File: config.mk
export PLATFORM = sky130hd
export DESIGN_NAME = tlb_page_table_translator
export DESIGN_NICKNAME = d
export VERILOG_FILES = /design/src/hdl/tlbpt_pkg.sv /design/src/hdl/tlbpt_tlb.sv /design/src/hdl/tlb_page_table_translator.sv
export SDC_FILE = /design/constraint.sdc
export NUM_CORES = 2
export LEC_CHECK = 0
export ABC_CLOCK_PERIOD_IN_PS = 15990
export BUFFER_PORTS_ARGS = -buffer_cell sky130_fd_sc_hd__buf_2
export CAP_MARGIN = 10
export CORE_MARGIN = 8
export CORE_UTILIZATION = 65
export DETAILED_ROUTE_END_ITERATION = 16
export PLACE_DENSITY = 0.84
export SYNTH_ARGS = -nofsm -noshare
export SYNTH_HDL_FRONTEND = slang
export SYNTH_SLANG_ARGS = --single-unit
export TNS_END_PERCENT = 50
File: constraint.sdc
create_clock -name clock -period 15.99 [get_ports clock]
set_clock_uncertainty 0.1 [all_clocks]
set_input_delay 3.9975 -clock clock [delete_from_list [all_inputs] [get_ports clock]]
set_output_delay 3.9975 -clock clock [all_outputs]
set_load 0.01 [all_outputs]
File: src/hdl/tlbpt_pkg.sv
// ----------------------------------------------------------------------------
// tlbpt_pkg
// Shared widths and types of the TLB and page-table translator.
// ----------------------------------------------------------------------------
`default_nettype none

package tlbpt_pkg;

   localparam int ADDR_W  = 16;
   localparam int FRAME_W = 8;

   typedef struct packed {
      logic               hit;
      logic [FRAME_W-1:0] frame;
   } tlbpt_lookup_type;

endpackage

`default_nettype wire

File: src/hdl/tlbpt_tlb.sv
// ----------------------------------------------------------------------------
// tlbpt_tlb
// Fully associative TLB: parallel tag match with the lowest matching entry
// winning, and fill at a FIFO pointer that advances on every fill.
// ----------------------------------------------------------------------------
`default_nettype none

module tlbpt_tlb
   import tlbpt_pkg::*;
#(
   parameter int ENTRIES   = 16,
   parameter int PAGE_BITS = 8
) (
   input  wire logic                 clock,
   input  wire logic                 reset,
   input  wire logic [PAGE_BITS-1:0] look_page,
   output tlbpt_lookup_type          look_result,
   input  wire logic                 fill_en,
   input  wire logic [PAGE_BITS-1:0] fill_page,
   input  wire logic [FRAME_W-1:0]   fill_frame
);

   localparam int IDX_W = $clog2(ENTRIES);

   logic [ENTRIES-1:0]   valid_ff;
   logic [ENTRIES-1:0]   valid_in;
   logic [PAGE_BITS-1:0] tag_ff   [ENTRIES];
   logic [FRAME_W-1:0]   frame_ff [ENTRIES];
   logic [IDX_W-1:0]     ptr_ff;
   logic [IDX_W-1:0]     ptr_in;

   // lowest matching entry wins
   always_comb begin
      look_result = '0;
      for (int i = ENTRIES - 1; i >= 0; i--) begin
         if (valid_ff[i] && (tag_ff[i] == look_page)) begin
            look_result.hit   = 1'b1;
            look_result.frame = frame_ff[i];
         end
      end
   end

   always_comb begin
      valid_in = valid_ff;
      ptr_in   = ptr_ff;
      if (fill_en) begin
         valid_in[ptr_ff] = 1'b1;
         if (ptr_ff == IDX_W'(ENTRIES - 1)) begin
            ptr_in = '0;
         end else begin
            ptr_in = ptr_ff + 1'b1;
         end
      end
   end

   always_ff @(posedge clock) begin
      if (reset) begin
         valid_ff <= '0;
         ptr_ff   <= '0;
      end else begin
         valid_ff <= valid_in;
         ptr_ff   <= ptr_in;
      end
   end

   always_ff @(posedge clock) begin
      if (fill_en) begin
         tag_ff[ptr_ff]   <= fill_page;
         frame_ff[ptr_ff] <= fill_frame;
      end
   end

endmodule

`default_nettype wire

File: src/hdl/tlb_page_table_translator.sv
// ----------------------------------------------------------------------------
// tlb_page_table_translator
// Logical to physical address translation with a TLB and demand paging.
// ----------------------------------------------------------------------------
// Each translation runs through the transfer cycle and the lookup state: in
// the transfer cycle the page is matched against all TLB entries and the page
// table is read; in the lookup state the page-table data is used, a fault
// allocates the next free frame and writes the page table, and a miss refills
// the TLB entry at the FIFO pointer. A result waits in an output register
// while the next request is taken. After reset the page table is cleared one
// entry per cycle, all PAGE_COUNT entries, with req_stall high.
// ----------------------------------------------------------------------------
`default_nettype none

module tlb_page_table_translator
   import tlbpt_pkg::*;
#(
   parameter int TLB_ENTRIES = 16,
   parameter int PAGE_COUNT  = 256,
   parameter int OFFSET_BITS = 8
) (
   input  wire logic              clock,
   input  wire logic              reset,
   input  wire logic              req_valid,
   output logic                   req_stall,
   input  wire logic [ADDR_W-1:0] req_logical_address,
   output logic                   rsp_valid,
   input  wire logic              rsp_stall,
   output logic [ADDR_W-1:0]      rsp_phys_addr,
   output logic                   rsp_tlb_hit,
   output logic                   rsp_page_fault
);

   localparam int PAGE_BITS = $clog2(PAGE_COUNT);

   typedef enum logic [1:0] {
      S_CLEAR,
      S_IDLE,
      S_LOOKUP
   } state_type;

   state_type              state_ff, state_in;
   logic [PAGE_BITS-1:0]   clr_ff, clr_in;
   logic [FRAME_W-1:0]     free_ff, free_in;
   logic [PAGE_BITS-1:0]   page_ff, page_in;
   logic [OFFSET_BITS-1:0] offset_ff, offset_in;
   tlbpt_lookup_type       look_ff, look_in;
   logic                   rsp_valid_ff, rsp_valid_in;
   logic [ADDR_W-1:0]      rsp_phys_ff, rsp_phys_in;
   logic                   rsp_hit_ff, rsp_hit_in;
   logic                   rsp_fault_ff, rsp_fault_in;

   logic [FRAME_W:0]       pt_mem [PAGE_COUNT];
   logic [FRAME_W:0]       pt_rd_ff;
   logic                   pt_we;
   logic [PAGE_BITS-1:0]   pt_waddr;
   logic [FRAME_W:0]       pt_wdata;

   logic                   req_xfer;
   logic                   done;
   logic                   fault;
   logic [FRAME_W-1:0]     frame;
   logic [ADDR_W-1:0]      vpn;
   logic [PAGE_BITS-1:0]   req_page;
   tlbpt_lookup_type       look_result;

   assign req_stall = (state_ff != S_IDLE);
   assign req_xfer  = req_valid && !req_stall;
   assign vpn       = req_logical_address >> OFFSET_BITS;
   assign req_page  = PAGE_BITS'(vpn);

   assign done  = (state_ff == S_LOOKUP) && (!rsp_valid_ff || !rsp_stall);
   assign fault = !look_ff.hit && !pt_rd_ff[FRAME_W];
   assign frame = look_ff.hit ? look_ff.frame :
                  (fault ? free_ff : pt_rd_ff[FRAME_W-1:0]);

   tlbpt_tlb #(
      .ENTRIES   (TLB_ENTRIES),
      .PAGE_BITS (PAGE_BITS)
   ) u_tlb (
      .clock       (clock),
      .reset       (reset),
      .look_page   (req_page),
      .look_result (look_result),
      .fill_en     (done && !look_ff.hit),
      .fill_page   (page_ff),
      .fill_frame  (frame)
   );

   // page table: mapped flag above the frame
   always_comb begin
      pt_we    = 1'b0;
      pt_waddr = page_ff;
      pt_wdata = {1'b1, free_ff};
      if (state_ff == S_CLEAR) begin
         pt_we    = 1'b1;
         pt_waddr = clr_ff;
         pt_wdata = '0;
      end else if (done && fault) begin
         pt_we = 1'b1;
      end
   end

   always_ff @(posedge clock) begin
      if (pt_we) begin
         pt_mem[pt_waddr] <= pt_wdata;
      end
      if (req_xfer) begin
         pt_rd_ff <= pt_mem[req_page];
      end
   end

   always_comb begin
      state_in     = state_ff;
      clr_in       = clr_ff;
      free_in      = free_ff;
      page_in      = page_ff;
      offset_in    = offset_ff;
      look_in      = look_ff;
      rsp_valid_in = rsp_valid_ff;
      rsp_phys_in  = rsp_phys_ff;
      rsp_hit_in   = rsp_hit_ff;
      rsp_fault_in = rsp_fault_ff;
      if (rsp_valid_ff && !rsp_stall) begin
         rsp_valid_in = 1'b0;
      end
      unique case (state_ff)
         S_CLEAR: begin
            clr_in = clr_ff + 1'b1;
            if (clr_ff == PAGE_BITS'(PAGE_COUNT - 1)) begin
               state_in = S_IDLE;
            end
         end
         S_IDLE: begin
            if (req_xfer) begin
               page_in   = req_page;
               offset_in = OFFSET_BITS'(req_logical_address);
               look_in   = look_result;
               state_in  = S_LOOKUP;
            end
         end
         S_LOOKUP: begin
            if (done) begin
               rsp_valid_in = 1'b1;
               rsp_phys_in  = ADDR_W'({frame, offset_ff});
               rsp_hit_in   = look_ff.hit;
               rsp_fault_in = fault;
               if (fault) begin
                  free_in = free_ff + 1'b1;
               end
               state_in = S_IDLE;
            end
         end
         default: begin
            state_in = S_IDLE;
         end
      endcase
   end

   always_ff @(posedge clock) begin
      if (reset) begin
         state_ff     <= S_CLEAR;
         clr_ff       <= '0;
         free_ff      <= '0;
         rsp_valid_ff <= 1'b0;
      end else begin
         state_ff     <= state_in;
         clr_ff       <= clr_in;
         free_ff      <= free_in;
         rsp_valid_ff <= rsp_valid_in;
      end
      page_ff      <= page_in;
      offset_ff    <= offset_in;
      look_ff      <= look_in;
      rsp_phys_ff  <= rsp_phys_in;
      rsp_hit_ff   <= rsp_hit_in;
      rsp_fault_ff <= rsp_fault_in;
   end

   assign rsp_valid      = rsp_valid_ff;
   assign rsp_phys_addr  = rsp_phys_ff;
   assign rsp_tlb_hit    = rsp_hit_ff;
   assign rsp_page_fault = rsp_fault_ff;

endmodule

`default_nettype wire
==> impl_metrics.yaml <==
cts:
  htree_levels: 4
  clk_latency_ns: 0.88
  hold_buffers: 0
  cts_buffer_depth: 3
  root_buffer: "clkbuf_16"
  path_clk_slew_ns: 0.06
  cts_buffers: 238
  cts_tree: "done"
  cts_sinks: 2651
  postCtsSetupBuffers: 0
  cts_resized: 0
cells_and_area:
  fin_nets: 4850
  synthToLayoutAreaGrowth_pct: 10.4
  final_cells: 7111
  drive_gt1_share_pct: 24.6
synth:
  netlist.area_leader.share_pct: 76.2
  syn_area_um2: 103000
  synth_edf_count: 2612
  netlist-cell-type-count: 56
  synth_most_common_cell: "edfxtp_1"
  avgSynthCellArea_um2: 22.0
  yosysWarnings: 0
  ys_top_cells_by_count: "edfxtp_1, mux4_2, nor2_1, xnor2_1, buf_2"
  ys.flop_type: "edfxtp_1"
  async_reset_ff_share_pct: 0
  syn_nets: 4713
  yosysSeqAreaShare_pct: 76.9
  synth-seq-cells: 2651
  yosysTopAreaCell: "edfxtp_1"
  synthTopCellsByArea: "edfxtp_1, mux4_2, nor2_1, xnor2_1, mux2i_1"
  syn_inst: 4687
worst_setup_path:
  r2r_cells: 9
  worst_setup_path_end_kind: "register"
  r2r_slack_ns: 10.31
  crit_end: "pt_rd_ff[0]$_DFFE_PP_"
  reg2reg_from: "state_ff[0]$_SDFFE_PP0P_"
  critPathRequiredTime_ns: 16.50
  arrival_ns: 8.81
  rr_endpoint: "pt_mem[172][3]$_DFFE_PP_"
  worstPathMaxFanout: 113
  worstSetupStartpoint: "req_logical_address[9]"
  criticalPathCategory: "in -> reg"
  cp-start-kind: "primary input"
power_and_ir_drop:
  power.leakage_uw: 0.0360
  power_frac_seq_pct: 54.1
  p_clk_share_pct: 43.4
  internal-power_uw: 11100
  switching_share_pct: 20.4
  ir_drop_v: 0.000115
  switchingPower_uw: 2850
  power_frac_comb_pct: 2.6
  power_density_nw_per_um2: 122
sta:
  max_freq_ghz: 0.120
  finalCriticalPeriod_ns: 8.31
  setup_tns_ns: 0
  slew_headroom_pct: 8.70
  timing_hold_violations_final: 0
  post-route-period-util_pct: 51.9
  grt_setup_unrepaired: "no"
  drv_slew: 0
  worst_pin_slew_ns: 1.36
  setup_viol: 0
grt:
  grt_pass1_wl_um: 391000
  grt_max_degree: 179
  grtUsageTotal_pct: 31.6
  first_global_vias: 53102
  gr-total-overflow: 0
  antenna_found_initial: 15
die:
  die_area_um2: 171000
  ios: 40
  die_x_um: 414
  coreArea_um2: 158000
  rows: 146
  die_h_um: 414
  initial_utilization_pct: 65.2
min_path:
  holdCritPathClass: "reg -> reg"
placed_design:
  dp_cells: 6648
  gp_congestion: 0.889
  portBuffers: 39
  dp_hpwl_um: 142000
routing:
  viasPerCell: 7.40
  wl_per_cell_um: 38.5
  ant_nets: 0
  finalWirelength_um: 274000
  drt-initial-drc-count: 9100
  drc: 0
  drtPass1Iterations: 7
  vias: 52647
run_status:
  status: "finished, final reports clean"
job:
  drv_cap: 0
## final cells by class
class	count	area (um^2)
diodes	8	20.0
multi-input cells	1769	22500
clock inverters	156	1770
inverters	20	82.6
flip-flops and latches	2651	79200
clock buffers	291	6320
well taps	2072	2590
repair buffers	144	1140
fillers	8044	44100
## state kept, by name (all words and copies together), names as in the netlist
signal / flops
clr_ff: 8
free_ff: 8
look_ff: 9
offset_ff: 8
page_ff: 8
pt_mem: 2304
pt_rd_ff: 9
rsp_page_fault: 1
rsp_phys_addr: 16
rsp_tlb_hit: 1
rsp_valid: 1
state_ff: 2
u_tlb.frame_ff: 128
u_tlb.ptr_ff: 4
u_tlb.tag_ff: 128
u_tlb.valid_ff: 16
## kinds of logic (layout without fill, tap and decap cells)
logic type      after synthesis  count (layout)  share of synthesized area [%]
compound gates              171             171                           1.10
mux                         806             806                           16.6
fa+ha+maj                     6               6                         0.0729
buf+inv                     267             611                           1.24
other cells                   0               8                              0
xor+xnor                    144             144                           1.22
simple gates                642             642                           2.85
flops                      2651            2651                           76.9
## power groups by stage
stage	Clock [uW]	Sequential, uW	Combinational (uW)
after CTS	6050	7530	350
after global routing	6260	7520	364
after floorplan	0	7670	246
after detailed placement	0	7680	341
final	6040	7520	356
after global placement	0	7670	334
## worst min path at each step
stage	startpoint	to	slack, ns	depth (start not counted)
after floorplan	offset_ff[0]$_DFFE_PP_	rsp_phys_addr[0]$_DFFE_PP_	0.30	0
after global placement	offset_ff[0]$_DFFE_PP_	rsp_phys_addr[0]$_DFFE_PP_	0.30	0
after detailed placement	offset_ff[5]$_DFFE_PP_	rsp_phys_addr[5]$_DFFE_PP_	0.31	0
after CTS	offset_ff[5]$_DFFE_PP_	rsp_phys_addr[5]$_DFFE_PP_	0.32	0
after global routing	offset_ff[4]$_DFFE_PP_	rsp_phys_addr[4]$_DFFE_PP_	0.33	0
final	offset_ff[5]$_DFFE_PP_	rsp_phys_addr[5]$_DFFE_PP_	0.32	0
## worst max-delay path: stages
cell     delay, ns
buf_8         0.72
buf_12        0.63
buf_4         0.74
buf_4         0.66
mux4_2        0.46
mux4_2        0.50
mux2i_1       0.31
a22oi_1       0.21
and4_1        0.35
## routing by layer
metal | global-route usage, % | routed length, um
met1 | 40.5 | 89100
met2 | 51.5 | 135000
met3 | 7.74 | 33200
met4 | 15.3 | 16600
met5 | 0.222 | 63
## metrics by stage
| step | total power, uW | utilization [%] | setup slack, ns | hold WS (ns) | area, um^2 |
|---|---|---|---|---|---|
| 2_1_floorplan | 7920 | - | 6.51 | 0.300 | 103000 |
| 3_3_place_gp | 8010 | 66.8 | 6.68 | 0.302 | 105000 |
| 3_5_place_dp | 8020 | 66.8 | 6.56 | 0.305 | 105000 |
| 4_1_cts | 13900 | 72.0 | 7.23 | 0.320 | 114000 |
| 5_1_grt | 14200 | 72.0 | 7.53 | 0.329 | 114000 |
| 6_report | 13900 | 72.0 | 7.68 | 0.317 | 114000 |
## cells in the final DEF (no fill, tap or decap), types with 11 or more instances in the layout
cell / netlist / final
nor2_1: 337 / 336
xnor2_1: 119 / 119
mux4_2: 720 / 720
a22oi_1: 45 / 45
o21ai_0: 20 / 12
buf_2: 115 / 33
bufinv_16: 0 / 38
nor3_1: 24 / 20
nand4_1: 31 / 31
mux2i_1: 86 / 86
nor4_1: 12 / 12
clkbuf_16: 0 / 243
clkinv_1: 0 / 64
o21ai_1: 3 / 11
xor2_1: 25 / 25
nor3_2: 7 / 11
clkinv_2: 0 / 40
buf_4: 10 / 95
clkbuf_1: 70 / 42
nand3b_1: 17 / 17
dfxtp_1: 39 / 39
a21oi_1: 44 / 43
nand2_1: 106 / 103
inv_1: 20 / 19
edfxtp_1: 2612 / 2612
nand3_1: 36 / 36
or3_1: 11 / 11
(Power assumes the default switching activity.)
